<file path="src/hdl/etbv_pkg.sv">
// etbv_pkg: types, constants and helper functions for the euler to basis vectors unit
// no dependencies
package etbv_pkg;

    localparam int OUT_FRAC_BITS   = 14;
    localparam int TRIG_ITERATIONS = 16;
    localparam int NUM_STEPS       = (TRIG_ITERATIONS > 32) ? 32 : TRIG_ITERATIONS;
    localparam int FRAC            = 30;
    localparam int DEG_CIRCLE      = 23040;
    localparam int CW              = 34;   // cordic datapath width (Q2.30 plus headroom)
    localparam int PW              = 36;   // product / sum width
    // phase stages, one per cordic iteration, then map, products, sums and rounding
    localparam int LATENCY         = 2 + NUM_STEPS + 4;
    localparam logic signed [CW-1:0] CORDIC_GAIN = 34'sd652032874;

    typedef struct packed {
        logic signed [15:0] pitch_deg;
        logic signed [15:0] yaw_deg;
        logic signed [15:0] roll_deg;
    } angles_t;

    typedef struct packed {
        logic signed [15:0] fwd_x;
        logic signed [15:0] fwd_y;
        logic signed [15:0] fwd_z;
        logic signed [15:0] right_x;
        logic signed [15:0] right_y;
        logic signed [15:0] right_z;
        logic signed [15:0] up_x;
        logic signed [15:0] up_y;
        logic signed [15:0] up_z;
    } basis_t;

    // one cordic lane: vector, residual angle, quadrant
    typedef struct packed {
        logic signed [CW-1:0] x;
        logic signed [CW-1:0] y;
        logic signed [CW-1:0] z;
        logic [1:0]           quad;
    } cordic_lane_t;

    function automatic logic signed [CW-1:0] atan_step(input logic [4:0] i);
        logic [31:0] v;
        case (i)
            5'd0:  v = 32'h20000000; 5'd1:  v = 32'h12E4051E; 5'd2:  v = 32'h09FB385B;
            5'd3:  v = 32'h051111D4; 5'd4:  v = 32'h028B0D43; 5'd5:  v = 32'h0145D7E1;
            5'd6:  v = 32'h00A2F61E; 5'd7:  v = 32'h00517C55; 5'd8:  v = 32'h0028BE53;
            5'd9:  v = 32'h00145F2F; 5'd10: v = 32'h000A2F98; 5'd11: v = 32'h000517CC;
            5'd12: v = 32'h00028BE6; 5'd13: v = 32'h000145F3; 5'd14: v = 32'h0000A2FA;
            5'd15: v = 32'h0000517D; 5'd16: v = 32'h000028BE; 5'd17: v = 32'h0000145F;
            5'd18: v = 32'h00000A30; 5'd19: v = 32'h00000518; 5'd20: v = 32'h0000028C;
            5'd21: v = 32'h00000146; 5'd22: v = 32'h000000A3; 5'd23: v = 32'h00000051;
            5'd24: v = 32'h00000029; 5'd25: v = 32'h00000014; 5'd26: v = 32'h0000000A;
            5'd27: v = 32'h00000005; 5'd28: v = 32'h00000003; 5'd29: v = 32'h00000001;
            5'd30: v = 32'h00000001;
            default: v = 32'h00000000;
        endcase
        return signed'({{(CW-32){1'b0}}, v});
    endfunction

    // floor(a*b / 2^30), Q2.30 by Q2.30
    function automatic logic signed [PW-1:0] mulq(input logic signed [PW-1:0] a,
                                                  input logic signed [PW-1:0] b);
        logic signed [2*PW-1:0] p;
        p = a * b;
        return p[FRAC +: PW];
    endfunction

    // round half up to OUT_FRAC_BITS, saturate to +-1
    function automatic logic signed [15:0] to_out(input logic signed [PW-1:0] v);
        localparam int SH = FRAC - OUT_FRAC_BITS;
        logic signed [PW-1:0] r;
        logic signed [PW-1:0] lim;
        r = (v + (PW'(1) <<< (SH - 1))) >>> SH;
        lim = PW'(1) <<< OUT_FRAC_BITS;
        if (r > lim)
            r = lim;
        else if (r < -lim)
            r = -lim;
        return r[15:0];
    endfunction

endpackage

</file>
<file path="src/hdl/etbv_cordic_stage.sv">
// etbv_cordic_stage: one registered rotation-mode cordic iteration for one lane
// depends on etbv_pkg
module etbv_cordic_stage
    import etbv_pkg::*;
(
    input  logic         clk,
    input  logic         en,
    input  logic [4:0]   step,
    input  cordic_lane_t lane_in,
    output cordic_lane_t lane_out
);

    cordic_lane_t lane_reg;
    cordic_lane_t lane_next;
    logic signed [CW-1:0] dx;
    logic signed [CW-1:0] dy;

    always_comb
    begin
        dx = lane_in.x >>> step;
        dy = lane_in.y >>> step;
        lane_next.quad = lane_in.quad;
        if (!lane_in.z[CW-1])
        begin
            lane_next.x = lane_in.x - dy;
            lane_next.y = lane_in.y + dx;
            lane_next.z = lane_in.z - atan_step(step);
        end
        else
        begin
            lane_next.x = lane_in.x + dy;
            lane_next.y = lane_in.y - dx;
            lane_next.z = lane_in.z + atan_step(step);
        end
    end

    always_ff @(posedge clk)
    begin
        if (en)
            lane_reg <= lane_next;
    end

    assign lane_out = lane_reg;

endmodule

</file>
<file path="config.mk">
export PLATFORM = sky130hd
export DESIGN_NAME = etbv_cordic_stage
export DESIGN_NICKNAME = d
export VERILOG_FILES = /design/src/hdl/etbv_pkg.sv /design/src/hdl/etbv_cordic_stage.sv
export SDC_FILE = /design/constraint.sdc
export NUM_CORES = 1
export LEC_CHECK = 0
export BUFFER_PORTS_ARGS = -buffer_cell sky130_fd_sc_hd__buf_2
export CAP_MARGIN = 40
export CORE_UTILIZATION = 40
export CTS_CLUSTER_SIZE = 20
export DETAILED_ROUTE_END_ITERATION = 10
export HOLD_SLACK_MARGIN = 0.1
export PLACE_DENSITY_LB_ADDON = 0.08
export SYNTH_ARGS = -nofsm -noshare
export SYNTH_HDL_FRONTEND = slang
export SYNTH_SLANG_ARGS = --single-unit
</file>
<file path="constraint.sdc">
create_clock -name clk -period 9.78 [get_ports clk]
set_input_delay 1.956 -clock clk [delete_from_list [all_inputs] [get_ports clk]]
set_output_delay 1.956 -clock clk [all_outputs]
set_load 0.01 [all_outputs]
</file>
==> metrics, run 1 <==
Max-Cap Viols=0; Crit path max-delay family=simple AND/OR/NAND/NOR gates; internal power of the cells=roughly 1.4 mW; register bit count reported by yosys=around 100; max-slew violation count=0; Reg clk slew, reported paths=around 0.08 ns; effective utilization at floorplan=0.410; number of hold violations in the final report=0; Switching Fraction=0.428; wire length of the first global-routing pass=roughly 92000 µm; IR Drop Worst-Case VDD=0.107 mV; share of the synthesized area in the top cell type=0.195; Worst Path Required=between 9 and 10 ns; complex-gate fraction of the synthesized area=0.231; final wirelength=roughly 62000 µm; status=complete, no violations; synth unique cells=97; cell count after synthesis=1784; Syn Area/Cell=8.97 µm²; Via Count=15.7k; Placer Congestion=~0.97; total die area=slightly above 40000 µm²; Post-DP HPWL=47400 µm; largest family of logic cells by synthesized area=compound AO/OA/AOI/OAI gates; cell type with the largest total area after synthesis=edfxtp_1; net count of the finished layout=~2.2k; CTS tree=yes; category of the worst setup path capture point=flip-flop; Min-Delay Path Depth=1; hold path startpoint=lane_in[1]; Pwr Density=between 100 and 150 nW/µm²; fraction of layout cells with a size suffix above 1=0.212; max-slew headroom at the worst pin=0.342; slew at the pin closest to its max-slew limit=0.981 ns; GRT Overall Usage=0.298; Bufs on Longest Clock Path=2; switching pwr=~1.1 mW; worst min path class=in2reg; final cycle utilization of the critical path=0.841; DRC Markers=0; proportion of synthesized flip-flops having asynchronous set or reset=0; crit-path max cell delay=about 0.53 ns; most instantiated cells after synthesis=a21oi_1, nor2_1, nand2_1; first-pass detailed-route iteration total=5; antenna diode count=0; number of flip-flops in the largest register=around 100; horizontal die dimension=between 200 and 250 µm; hold bufs inserted after CTS=0; number of buffer and inverter instances along the worst setup path=2; final total power=2.52 mW; Vias per Instance=6.37; post-CTS setup buffers=0; Syn Std Cell Area=around 16000 µm²; syn_nets=around 2k; Levels on crit path=22; type of element launching the critical path=input pin; endpoints failing setup=0; cell type of the slowest stage on the worst timing path=or4_1; Clock power frac=0.142; number of synthesized flops with an enable pin=about 100; maximum number of pins on one net before global-route repair=between 90 and 100; top cells by area, synth=edfxtp_1, mux4_2, ha_1, xnor2_1, a21oi_1; worst setup path start=step[0]; worst path cell trace=buf_6 > inv_1 > ha_1 > mux2_2 > a221oi_1 > o22a_1 > or3b_2 > nor4_1 > and4_1 > nor2_1 > xor2_1 > ha_1 > a21o_1 > a21o_1 > a21oi_1 > o21ai_0 > or4_1 > a31o_2 > a31oi_1 > o31ai_1 > a21oi_1 > xnor2_1; maximum clock frequency=around 120 MHz; combinational share of power=0.583; Area growth syn-to-layout=10.7%; Synth Area in Simple Gates=0.156; clock buffers created by TritonCTS=9; total grt overflow=0; WL/cell=approximately 25 µm; DRC violation total after the first TritonRoute iteration=about 1.8k; fraction of synthesized area in multiplexers=0.186; most used flip-flop cell after synthesis=edfxtp_1; critical setup path kind=in2reg; unrepaired setup endpoints after global routing=no; min Tclk post-route=roughly 8.2 ns; number of global-route vias before repair=about 15k; arithmetic-cell share of the synthesized area counting full adders, half adders and majority gates=0.0898; number of levels in the clock H-tree=3; leading cell type by number of instances after synthesis=a21oi_1; number of primary I/O pins=roughly 220; Port Buffer Count=about 210; placed cell area=17400 µm²; post-detailed-route count of antenna-violating nets=0; area inside the core boundary=between 30000 and 40000 µm²; CTS Sinks=roughly 100; Sum Neg Setup Slack=0 ns; sequential share of power=0.275; arrival time of the worst setup path=between 8 and 9 ns; CP Max Fanout=71; number of core rows=72; die extent in y=~200 µm; post-synthesis share of cell area spent on xor and xnor gates=0.0964; post-CTS sizing=0; initial antenna violation count=1; share of the yosys chip area belonging to registers=0.195; master cell of the clock root buffer=clkbuf_16; leak pwr=around 7.2 nW; yosys synthesis warning count=0; post-layout instance area=between 15000 and 20000 µm²
[stage by stage]
| step | util | std cells | hold slack, ns | worst slack, ns |
|---|---|---|---|---|
| final | 0.454 | 2460 | 1.72 | 1.56 |
| after detailed placement | 0.447 | 2444 | 2.14 | 1.28 |
| after CTS | 0.454 | 2460 | 1.70 | 1.70 |
| after floorplan | - | 1784 | 2.05 | 2.09 |
| after global routing | 0.454 | 2460 | 1.71 | 1.09 |
| after global placement | 0.446 | 2440 | 2.14 | 1.35 |
[metal layers]
| layer | share of wire | track usage |
|---|---|---|
| met5 | 0 | 0 |
| met4 | 0.054 | 0.176 |
| met3 | 0.082 | 0.0532 |
| met2 | 0.45 | 0.466 |
| met1 | 0.41 | 0.385 |
[cell families after synthesis]
logic type	after synthesis
AOI/OAI and AO/OA	557
and+or+nand+nor	504
adders and majority gates	113
xor gates and xnor gates	176
muxes	184
buffers and inverters	146
DFF	104
[path summary, 6_finish.rpt]
check / to
hold / removal: lane_out[1]$_DFFE_PP_
setup / recovery: lane_out[34]$_DFFE_PP_
[power groups by stage]
stage          sequential [mW]  combinational, mW  clock [mW]
2_1_floorplan            0.774              0.930           0
5_1_grt                  0.705               1.59       0.384
4_1_cts                  0.696               1.45       0.372
6_report                 0.693               1.47       0.357
3_3_place_gp             0.704               1.44           0
3_5_place_dp             0.704               1.44           0
[placed cells by master (no fill, tap or decap), drive strengths merged, types with 10 or more instances in the layout]
master,netlist,routed
a211oi,25,25
a21o,36,36
a21oi,152,152
a221oi,15,15
a22oi,12,12
a31oi,38,38
and2,27,27
and3,19,19
buf,62,249
clkbuf,44,10
edfxtp,104,104
ha,110,110
inv,39,40
mux2,34,34
mux2i,67,67
mux4,83,83
nand2,131,131
nand2b,34,34
nand3,35,35
nor2,145,145
nor2b,27,27
nor3,26,26
nor3b,10,10
o211ai,13,13
o21a,19,19
o21ai,103,103
o21bai,13,13
o22ai,20,20
or2,11,11
xnor2,117,117
xor2,59,59
[final cells by class]
class | instances | area (µm²)
fill | 3825 | 21300
multi-input combinational | 1534 | 12100
sequential | 104 | 3120
timing repair buffer | 249 | 1380
tap | 518 | 648
clock buffer | 10 | 229
inverter | 39 | 146
clock inverter | 6 | 35.0
Note: power is estimated with default switching activity, not from simulation.
==> run 2: changes to the inputs <==
Settings changed: ABC_AREA set to 1.
Clock period 9.78 ns to 8.2 ns, I/O delays scaled along.
==> run 2 against run 1 <==
  * Synthesized cell count grew 38%
  * Sequential share of layout area up 0.67 points
  * Largest power group unchanged
  * Die area shrank 4.1%
  * Non-clock buffer count shrank 16
  * Setup slack better by 0.0059 ns
  * First-iteration DRC count fell by 36%
  * Total power rose by 16%
==> metrics, run 2 <==
most used flip-flop cell after synthesis=edfxtp_1 (unchanged); most instantiated cells after synthesis=nand2_1, nand3_1, inv_1 (was a21oi_1, nor2_1, nand2_1); post-CTS setup buffers=0 (unchanged); effective utilization at floorplan=0.407 (was 0.410); maximum clock frequency=around 150 MHz; number of primary I/O pins=215 (unchanged); Reg clk slew, reported paths=0.06 ns (was 0.08 ns); Post-DP HPWL=46200 µm (was 47400 µm); max-slew violation count=0 (unchanged); CTS Sinks=104 (unchanged); Bufs on Longest Clock Path=2 (unchanged); endpoints failing setup=0 (unchanged); commonest cells after routing, fill and taps aside=nand2_1, nand3_1, inv_1 (was buf_2, a21oi_1, nor2_1); area inside the core boundary=37700 µm² (was 39000 µm²); maximum number of pins on one net before global-route repair=68 (was 99); Placer Congestion=0.939 (was 0.972); first-pass detailed-route iteration total=5 (unchanged); sequential share of power=0.284 (was 0.275); number of global-route vias before repair=16.0k (was 15.0k); IR Drop Worst-Case VDD=0.121 mV (was 0.107 mV); category of the worst setup path capture point=flip-flop (unchanged); Via Count=16.8k (was 15.7k); leak pwr=8.59 nW (was 7.16 nW); Area growth syn-to-layout=11.3% (was 10.7%); hold bufs inserted after CTS=0 (unchanged); worst min path class=in2reg (unchanged); DRC Markers=0 (unchanged); unrepaired setup endpoints after global routing=no (unchanged); CP Max Fanout=56 (was 71); die extent in y=198 µm (was 202 µm); master cell of the clock root buffer=clkbuf_16 (unchanged); number of flip-flops in the largest register=104 (unchanged); final-layout fill cell count=4169 (was 3825); share of the synthesized area in the top cell type=0.204 (was 0.195); endpoint of the worst hold path=lane_out[0]$_DFFE_PP_ (was lane_out[1]$_DFFE_PP_); Syn Std Cell Area=15300 µm² (was 16000 µm²); antenna diode count=0 (unchanged); top cells by area, synth=edfxtp_1, nand2_1, nand3_1, ha_1, xor2_1 (was edfxtp_1, mux4_2, ha_1, xnor2_1, a21oi_1); hold path startpoint=lane_in[0] (was lane_in[1]); most frequent standard cell in the layout excluding fill and tap cells=nand2_1 (was buf_2); arrival time of the worst setup path=6.78 ns (was 8.38 ns); number of core rows=71 (was 72); DRC violation total after the first TritonRoute iteration=1157 (was 1811); proportion of synthesized flip-flops having asynchronous set or reset=0 (unchanged); internal power of the cells=1.61 mW (was 1.44 mW); Switching Fraction=0.448 (was 0.428); Sum Neg Setup Slack=0 ns (unchanged); post-detailed-route count of antenna-violating nets=0 (unchanged); clock buffers created by TritonCTS=9 (unchanged); Min-Delay Path Depth=1 (unchanged); register bit count reported by yosys=104 (unchanged); final wirelength=55800 µm (was 61800 µm); Max-Cap Viols=0 (unchanged); total grt overflow=0 (unchanged); initial antenna violation count=2 (was 1); final core occ=0.453 (was 0.454); synth unique cells=49 (was 97); Vias per Instance=5.35 (was 6.37); net count of the finished layout=2852 (was 2161); min Tclk post-route=approximately 6.6 ns; total die area=39100 µm² (was 40800 µm²); Worst Path Required=8.34 ns (was 9.94 ns); status=complete, no violations (unchanged); yosys synthesis warning count=0 (unchanged); number of hold violations in the final report=0 (unchanged); final cycle utilization of the critical path=0.810; share of the yosys chip area belonging to registers=0.204 (was 0.195); post-CTS sizing=0 (unchanged); number of synthesized flops with an enable pin=104 (unchanged); combinational share of power=0.563 (was 0.583); GRT Overall Usage=0.285 (was 0.298); Clock power frac=0.153 (was 0.142); CTS tree=yes (unchanged); critical setup path kind=in2reg (unchanged); syn_nets=2691 (was 2008); cell count after synthesis=2467 (was 1784); final total power=2.91 mW (was 2.52 mW); horizontal die dimension=198 µm (was 202 µm); Syn Area/Cell=6.22 µm² (was 8.97 µm²); WL/cell=17.7 µm (was 25.1 µm); Pwr Density=171 nW/µm² (was 142 nW/µm²); max-slew headroom at the worst pin=0.461 (was 0.342); switching pwr=1.30 mW (was 1.08 mW); leading cell type by number of instances after synthesis=nand2_1 (was a21oi_1); fraction of layout cells with a size suffix above 1=0.122 (was 0.212); slew at the pin closest to its max-slew limit=0.809 ns (was 0.981 ns); type of element launching the critical path=input pin (unchanged); Port Buffer Count=214 (unchanged); cell type with the largest total area after synthesis=edfxtp_1 (unchanged); wire length of the first global-routing pass=86000 µm (was 92100 µm); number of levels in the clock H-tree=3 (unchanged)
[run 2: worst max path at each step]
stage | startpoint | end | slack, ns | cells past startpoint
2_1_floorplan | step[0] | lane_out[26]$_DFFE_PP_ | 2.54 | 24
3_3_place_gp | step[2] | lane_out[63]$_DFFE_PP_ | 1.24 | 27
3_5_place_dp | step[2] | lane_out[63]$_DFFE_PP_ | 1.17 | 27
4_1_cts | step[2] | lane_out[63]$_DFFE_PP_ | 1.58 | 27
5_1_grt | step[2] | lane_out[63]$_DFFE_PP_ | 1.09 | 27
6_report | step[2] | lane_out[63]$_DFFE_PP_ | 1.56 | 27
[run 2: metrics by stage]
step                      area [µm²]  instances  worst slack (ns)  hold slack (ns)
after CTS                      17100       3144              1.58             1.41
after detailed placement       16800       3128              1.17             1.83
after global placement         16800       3127              1.24             1.82
final                          17100       3144              1.56             1.43
after global routing           17100       3144              1.09             1.42
after floorplan                15300       2467              2.54             1.74
[run 2: layout make-up]
class                   instances  area [µm²]  share of cell area
clock buffers                   9         225              0.0132
repair buffers                233        1230              0.0720
well taps                     511         639              0.0375
multi-input cells            2044       10900               0.639
clock inverters                 7        62.6             0.00367
flip-flops and latches        104        3120               0.183
inverters                     236         886              0.0519
[run 2: power by group through the flow]
| stage | sequential [mW] | clock (mW) | combinational, mW |
|---|---|---|---|
| after floorplan | 0.927 | 0 | 1.04 |
| after global placement | 0.839 | 0 | 1.63 |
| after detailed placement | 0.841 | 0 | 1.62 |
| after CTS | 0.831 | 0.462 | 1.64 |
| after global routing | 0.844 | 0.475 | 1.84 |
| final | 0.828 | 0.446 | 1.64 |
[run 2: worst max-delay path, stage by stage]
cell and delay (ns):
buf_2 0.55, inv_2 0.25, buf_4 0.37, nand3_1 0.19
nand3_1 0.15, nand3_1 0.19, nand2_1 0.11, inv_1 0.07
ha_1 0.14, inv_1 0.07, nor3_4 0.26, nand2_2 0.12
nor2_4 0.15, nand2_2 0.11, o21ai_2 0.13, xor2_1 0.20
ha_1 0.33, a21oi_1 0.19, o21ai_0 0.10, a21oi_1 0.28
nand2_1 0.20, a21oi_1 0.28, o21ai_0 0.18, nand2_1 0.10
nand2_1 0.09, a21oi_1 0.19, xnor2_1 0.08
[run 2: metal layers]
metal,part of all wire,global-route usage
met1,0.47,0.391
met5,0.00041,0
met2,0.44,0.451
met3,0.062,0.0475
met4,0.024,0.0930
[run 2: logic make-up after synthesis]
kind of cell,share of synthesized area
AO/OA/AOI/OAI,0.119
buffers and inverters,0.0855
AND/OR/NAND/NOR,0.400
adder cells (fa/ha/maj),0.0937
XOR/XNOR,0.0977
flip-flops,0.204
==> run 3: changes to the inputs <==
Clock period 8.2 ns to 6.1 ns, I/O delays scaled along.
==> run 3 against run 2 <==
  * Die area is the same
  * First-iteration DRC count grew 19%
  * Sequential share of layout area shrank 0.35 points
  * Clock power grew 26%
  * Sequential power grew 34%
  * Total power grew 36%
  * Non-clock buffer count grew 32
  * Routed wire length grew 2.9%
  * Combinational power grew 40%
  * Critical path depth shrank 2
  * Setup slack lost 1.1 ns
==> metrics, run 3 (synthesis gave the netlist of run 2 again) <==
number of global-route vias before repair=16.3k (was 16.0k); clock buffers created by TritonCTS=9 (unchanged); leak pwr=8.77 nW (was 8.59 nW); CTS tree=yes (unchanged); final cycle utilization of the critical path=0.926; post-detailed-route count of antenna-violating nets=0 (unchanged); max-slew violation count=0 (unchanged); WL/cell=18.1 µm (was 17.7 µm); Area growth syn-to-layout=13.4% (was 11.3%); hold bufs inserted after CTS=0 (unchanged); crit-path max cell delay=0.37 ns (was 0.55 ns); Pwr Density=228 nW/µm² (was 171 nW/µm²); total die area=39100 µm² (unchanged); number of buffer and inverter instances along the worst setup path=5 (unchanged); most frequent standard cell in the layout excluding fill and tap cells=nand2_1 (unchanged); post-CTS setup buffers=0 (unchanged); Worst Path Required=6.24 ns (was 8.34 ns); critical setup path kind=in2reg (unchanged); hold path startpoint=lane_in[0] (unchanged); antenna diode count=0 (unchanged); Reg clk slew, reported paths=0.07 ns (was 0.06 ns); Vias per Instance=5.38 (was 5.35); DRC Markers=0 (unchanged); post-CTS sizing=0 (unchanged); DRC violation total after the first TritonRoute iteration=1377 (was 1157); wire length of the first global-routing pass=88400 µm (was 86000 µm); worst min path class=in2reg (unchanged); GRT Overall Usage=0.292 (was 0.285); Placer Congestion=0.972 (was 0.939); number of hold violations in the final report=0 (unchanged); net count of the finished layout=2884 (was 2852); min Tclk post-route=5.65 ns; max-slew headroom at the worst pin=0.349 (was 0.461); Max-Cap Viols=0 (unchanged); initial antenna violation count=1 (was 2); first-pass detailed-route iteration total=7 (was 5); status=complete, no violations (unchanged); final wirelength=57400 µm (was 55800 µm); Crit path max-delay family=compound AO/OA/AOI/OAI gates (was simple AND/OR/NAND/NOR gates); Bufs on Longest Clock Path=2 (unchanged); CP Max Fanout=30 (was 56); final-layout worst hold slack=1.00 ns (was 1.43 ns); Min-Delay Path Depth=1 (unchanged); type of element launching the critical path=input pin (unchanged); area inside the core boundary=37700 µm² (unchanged); number of flip-flops in the largest register=104 (unchanged); die extent in y=198 µm (unchanged); number of primary I/O pins=215 (unchanged); Sum Neg Setup Slack=0 ns (unchanged); maximum clock frequency=~180 MHz; endpoints failing setup=0 (unchanged); master cell of the clock root buffer=clkbuf_16 (unchanged); unrepaired setup endpoints after global routing=no (unchanged); CTS Sinks=104 (unchanged); category of the worst setup path capture point=flip-flop (unchanged); number of standard cells in the layout, taps in and fillers out=3176 (was 3144); final total power=3.96 mW (was 2.91 mW); Via Count=17.1k (was 16.8k); total grt overflow=0 (unchanged); endpoint of the worst hold path=lane_out[0]$_DFFE_PP_ (unchanged); cell type of the slowest stage on the worst timing path=ha_1 (was buf_2); number of cells after detailed placement=3160 (was 3128); effective utilization at floorplan=0.407 (unchanged); number of core rows=71 (unchanged); horizontal die dimension=198 µm (unchanged); IR Drop Worst-Case VDD=0.160 mV (was 0.121 mV); Port Buffer Count=214 (unchanged); commonest cells after routing, fill and taps aside=nand2_1, nand3_1, inv_1 (unchanged); maximum number of pins on one net before global-route repair=76 (was 68); arrival time of the worst setup path=5.79 ns (was 6.78 ns); Post-DP HPWL=47300 µm (was 46200 µm); number of levels in the clock H-tree=3 (unchanged); slew at the pin closest to its max-slew limit=0.964 ns (was 0.809 ns); fraction of layout cells with a size suffix above 1=0.132 (was 0.122)
-- run 3: changes by cell type in the layout (fill, tap and decap cells not counted) --
cell / previous run / this run
clkbuf_1: 0 / 1
clkinv_2: 1 / 0
buf_4: 19 / 42
bufinv_16: 1 / 0
clkinv_4: 1 / 2
buf_12: 1 / 10
-- run 3: layout make-up --
cell class | count | area, µm²
flip-flops and latches | 104 | 3120
clock buffers | 10 | 229
multi-input cells | 2044 | 10900
well taps | 511 | 639
inverters | 236 | 886
clock inverters | 6 | 36.3
repair buffers | 265 | 1580
fillers | 4143 | 20300
-- run 3: report_power, final --
| part | internal (mW) | total, mW | switching [mW] |
|---|---|---|---|
| combinational | 0.828 | 2.29 | 1.46 |
| sequential | 1.07 | 1.11 | 0.0420 |
| clock | 0.274 | 0.563 | 0.289 |
-- run 3: metrics by stage --
stage / setup WS [ns] / util / cell area, µm²
after floorplan: 0.863 / - / 15300
after global placement: 0.255 / 0.455 / 17100
after detailed placement: 0.198 / 0.455 / 17100
after CTS: 0.603 / 0.462 / 17400
after global routing: 0.165 / 0.462 / 17400
final: 0.450 / 0.462 / 17400
-- run 3: worst max-delay path by stage --
stage	startpoint	to	cells past startpoint
2_1_floorplan	step[0]	lane_out[26]$_DFFE_PP_	24
3_3_place_gp	step[0]	lane_out[34]$_DFFE_PP_	24
3_5_place_dp	step[1]	lane_out[34]$_DFFE_PP_	25
4_1_cts	step[1]	lane_out[34]$_DFFE_PP_	25
5_1_grt	step[1]	lane_out[34]$_DFFE_PP_	25
6_report	step[1]	lane_out[34]$_DFFE_PP_	25
-- run 3: routing by layer --
metal,track usage,vias to the layer above,wire length (µm)
met1,0.413,7908,27900
met3,0.0387,54,3190
li1,-,8594,-
met2,0.468,526,25400
met4,0.0698,2,924
met5,0,-,13
